File: src/fcsrp_pkg.sv
// Shared types and constants for the firmware config selector / data port block.
// No dependencies; imported by every module of the block.
`timescale 1ns / 1ps

package fcsrp_pkg;

	// Sizes
	localparam int TABLE_SLOTS_DEF  = 16;
	localparam int STORE_BYTES      = 4096;
	localparam int STORE_AW         = $clog2(STORE_BYTES);
	localparam int MAX_WIDTH_BYTES  = 8;
	localparam int KEY_ACCESS_BYTES = 2;
	localparam int PORT_DATA_BYTES  = 1;
	localparam int DATA_BYTES       = 8;
	localparam int DATA_W           = 8 * DATA_BYTES;

	// Port widths
	localparam int IN_TDATA_W  = 88;
	localparam int IN_TUSER_W  = 2;
	localparam int OUT_TDATA_W = DATA_W;
	localparam int OUT_TUSER_W = 3;
	localparam int CFG_INDEX_W = 1;
	localparam int CFG_DATA_W  = 4;

	// Operation codes
	localparam logic [1:0] OP_BUS_RD     = 2'd0;
	localparam logic [1:0] OP_BUS_WR     = 2'd1;
	localparam logic [1:0] OP_LOAD_ENTRY = 2'd2;
	localparam logic [1:0] OP_LOAD_BYTE  = 2'd3;

	// Bus regions
	localparam logic [1:0] RG_SELECTOR = 2'd0;
	localparam logic [1:0] RG_DATA     = 2'd1;

	// Result status codes
	localparam logic [1:0] STS_OK       = 2'd0;
	localparam logic [1:0] STS_UNSUP    = 2'd1;
	localparam logic [1:0] STS_MISS     = 2'd2;
	localparam logic [1:0] STS_UNMAPPED = 2'd3;

	// Configuration register indexes
	localparam logic [CFG_INDEX_W-1:0] CFG_BUS_MODE   = 1'b0;
	localparam logic [CFG_INDEX_W-1:0] CFG_DATA_WIDTH = 1'b1;

	// One item table entry (valid bit is kept apart, in flops)
	typedef struct packed {
		logic [15:0] key;
		logic [11:0] base;
		logic [12:0] len;
	} tbl_entry_t;

endpackage

File: src/fcsrp_shift.sv
// Byte-serial collector: read bytes enter at the top and shift down, so after
// eight beats byte 0 sits in the low bits. Depends on fcsrp_pkg.
`timescale 1ns / 1ps

module fcsrp_shift (
	input  logic                        clk,
	input  logic                        clr,
	input  logic                        shift,
	input  logic [7:0]                  din,
	output logic [fcsrp_pkg::DATA_W-1:0] data
);
	import fcsrp_pkg::*;

	logic [DATA_W-1:0] data_q;

	always_ff @(posedge clk) begin
		if (clr) begin
			data_q <= '0;
		end else if (shift) begin
			data_q <= {din, data_q[DATA_W-1:8]};
		end
	end

	assign data = data_q;

endmodule

File: config.mk
export PLATFORM = sky130hd
export DESIGN_NAME = fcsrp_shift
export DESIGN_NICKNAME = d
export VERILOG_FILES = /design/src/fcsrp_pkg.sv /design/src/fcsrp_shift.sv
export SDC_FILE = /design/constraint.sdc
export NUM_CORES = 1
export LEC_CHECK = 0
export ABC_CLOCK_PERIOD_IN_PS = 1300
export BUFFER_PORTS_ARGS = -buffer_cell sky130_fd_sc_hd__buf_2
export CORE_UTILIZATION = 49
export DETAILED_ROUTE_END_ITERATION = 10
export GPL_TIMING_DRIVEN = 0
export PLACE_DENSITY_LB_ADDON = 0.1
export SLEW_MARGIN = 5
export SYNTH_ARGS = -nofsm -noshare
export SYNTH_HDL_FRONTEND = slang
export SYNTH_SLANG_ARGS = --single-unit
File: constraint.sdc
create_clock -name clk -period 1.3 [get_ports clk]
set_clock_uncertainty 0.2 [all_clocks]
set_input_delay 0.39 -clock clk [delete_from_list [all_inputs] [get_ports clk]]
set_output_delay 0.39 -clock clk [all_outputs]
set_load 0.01 [all_outputs]
==> Yosys cells after proc, flatten, opt, wreduce, memory -nomap -nowiden <==
Cells that the tools add are included.
{ "totals": {"register_bits": 64, "input_bits": 11, "out_inout_bits": 64, "word_cells": 1} }

==> Logic depth before layout (Yosys ltp) <==
{ "logic_depth": {"depth_word": 0, "ltp_mapped": 4, "mapped_depth_nobuf": 2} }

==> Least setup slack after synthesis <==
No wires, ideal clock.
{ "synth_path": {"kind": "in2reg", "start": "input port shift", "end": "register data_q[56] (netlist: data[56])", "setup_ns": 0.128, "t_arrival_ns": 0.916, "required_ns": 0.972, "path_slack_ns": 0.056, "stages": 4, "n_path_buf": 2, "cell_sequence": "buf_6 > buf_8 > mux2i_1 > nor2_1"} }
{ "synth_lines": {"columns": ["element", "line_no", "text"], "rows": [
  ["start, declared", "fcsrp_shift.sv:8", "input logic shift,"],
  ["end signal, assigned", "fcsrp_shift.sv:20", "data_q <= {din, data_q[DATA_W-1:8]};"],
  ["end, declared", "fcsrp_shift.sv:14", "logic [DATA_W-1:0] data_q;"]
]} }

==> Worst setup path in the final report <==
{ "layout_path": {"start": "register data_q[18] (netlist: data[18])", "end": "output port data[18] (netlist bit)"} }
{ "layout_lines": {"columns": ["element", "line_no", "text"], "rows": [
  ["end, declared", "fcsrp_shift.sv:10", "output logic [fcsrp_pkg::DATA_W-1:0] data"]
]} }
No word-level cell between the ends.

==> results.cfg <==
[power]
irDropWorstVdd_uv = 807
netSwitchingFraction_pct = 23.0
p_clk_share_pct = 41.8
power-per-cell-area_nw_per_um2 = 1050
cell_internal_pwr_mw = 3.13
pwr-share-comb_pct = 8.6
power_leakage_nw = 1.95
switching_power_uw = 936
share_seq_of_total_power_pct = 49.6

[timing]
max_freq_mhz = 720
rsz0062_at_grt = true
fin_crit_sh_pct = 107
fin_tns_setup_ns = -3.94
setup_viol = 64
min_period_ns = 1.39
hold_viol = 0
worstMarginPinSlew_ns = 0.499
slew_headroom_pct = 66.7
drv_slew = 0
setup_slack_ns = -0.0885

[global_routing]
grt_pass1_vias = 2059
gr-total-overflow = 0
grt_pass1_wl_um = 10000
grt_max_degree = 11
grt.total_usage_pct = 26.4
antenna_found_initial = 0

[clock_network]
htreeDepth = 3
cts_sinks = 64
insertion_delay_ns = 0.33
cts_made_buffers = 9
cts_max_path_buffers = 2
clkTransAtPathRegs_ns = 0.07
cts_tree = built
cts-root-buf = clkbuf_8

[layout]
fill_cells = 207
antenna_cells = 0
largest_register_ffs = 64
mostFrequentLayoutCell = buf_6
syn_to_final_growth_pct = 68.7
nets = 362
instances_no_fill = 408
drive_above_1_share_pct = 62.4
stdcell_area_um2 = 3860
fin_util_pct = 87.6
layout_common_cells = buf_6 (65), mux2i_1 (64), nor2_1 (64), dfxtp_2 (64), buf_4 (62)

[synthesis]
syn_area_um2 = 2290
synth-seq-cells = 64
synth-simple-area-share_pct = 10.5
synthXorXnorAreaFrac_pct = 0
synth_fa_ha_area_share_pct = 0
syn_nets = 217
yosys_warnings = 0
ys_seq_area_share_pct = 55.9
synth_top_family_by_area = multiplexers
synth_cells = 206
synth_mux_area_share_pct = 28.0
synth.distinct_cells = 7
syn-mean-instance-area_um2 = 11.1
synth-compound-area-share_pct = 0

[flow_run]
maxCapViolations = 0

[critical_path]
required_ns = 0.71
worst_path_max_delay_cell = dfxtp_2
regToRegSetupSlack_ns = 0.16
start_kind = register
reg2reg_to = data[51]$_SDFFE_PP0P_
ff2ff_path_depth = 4
worstReg2RegStart = data[51]$_SDFFE_PP0P_
cp_slowest_stage_delay_ns = 0.36
critPathBufInv = 1
end_kind = output port
critPathTopFamily = flip-flops
crit_chain = buf_6
path_max_fanout = 3
cp.arrival_ns = 0.80
path_class = reg2out

[floorplan]
die_h_um = 70.4
io_pins = 75
start_util_pct = 51.9
coreArea_um2 = 4410
placementRows = 24
die_w_um = 70.4
design.die.area_um2 = 4950

[hold_path]
min_from = din[5]
min_path_type = in2reg
min_path_cells = 3
hold_end = data[61]$_SDFFE_PP0P_

[place]
dp_hpwl_um = 3260
place.gp.congestion = 0.736
place_area_um2 = 2720
io_buffers = 72
placedCellCount = 330

[drt]
drtPass1Iterations = 4
postRouteAntennaNets = 0
wl_per_cell_um = 16.4
drtIter0Drc = 95
drc = 0
routed_wl_um = 6680
via_count = 2042
via_per_inst = 5.00

[status]
status = complete, but fails checks
violations = setup timing
## worst max path at each step
stage                          start                     to  slack (ns)  depth (start not counted)
2_1_floorplan                  shift  data[56]$_SDFFE_PP0P_        0.06                          4
3_3_place_gp                     clr   data[4]$_SDFFE_PP0P_       -0.13                          3
3_5_place_dp                     clr   data[5]$_SDFFE_PP0P_       -0.13                          3
4_1_cts        data[29]$_SDFFE_PP0P_               data[29]       -0.09                          1
5_1_grt        data[47]$_SDFFE_PP0P_               data[47]       -0.11                          1
6_report       data[18]$_SDFFE_PP0P_               data[18]       -0.09                          1
## cell families after synthesis
group / after synthesis
flip-flops: 64
buffers and inverters: 14
multiplexers: 64
AND/OR/NAND/NOR: 64
## per-layer routing
metal  wire length [um]  GRT usage [%]  vias up
met1               2770           31.1      986
met4                143           9.78        0
met2               3470           46.0       67
met3                303           6.20       16
met5                  0              0        -
li1                   -              -      973
## tightest hold or removal path, cell delays in order
cell and delay [ns]:
buf_2 0.08, mux2i_1 0.05, nor2_1 0.07
## synthesized netlist by cell type, drive strengths merged
cell,n,area share [%]
buf,13,5.4
clkbuf,1,0.22
nor2,64,10
mux2i,64,28
dfxtp,64,56
## metrics by stage
step,total power [mW],hold WS (ns),setup WS (ns)
CTS,4.02,0.0902,-0.0877
detailed placement,2.31,0.273,-0.130
finish,4.07,0.0976,-0.0885
floorplan,2.24,0.331,0.0559
global placement,2.31,0.268,-0.133
global route,4.20,0.122,-0.109
## timing repair
item	4_1_cts	5_1_grt
setup buffers	52	10
endpoints found under the setup margin	64	64
hold buffers	0	0
resized for setup	128	0
endpoints found under the hold margin	0	0
## cell type report
cell class | count | area (um2) | area share (%)
well taps | 52 | 65.1 | 1.68
plain buffers | 14 | 129 | 3.33
clock inverters | 2 | 10.0 | 0.259
multi-input cells | 128 | 881 | 22.8
flip-flops and latches | 64 | 1360 | 35.2
repair buffers | 134 | 1230 | 31.7
clock buffers | 14 | 193 | 4.99
## power groups by stage
stage,Combinational [mW],Clock (mW),Sequential (mW)
finish,0.350,1.70,2.02
detailed placement,0.251,0,2.06
global placement,0.250,0,2.06
CTS,0.331,1.67,2.02
floorplan,0.168,0,2.07
global route,0.370,1.81,2.02
Power figures use the tool's default switching activity.
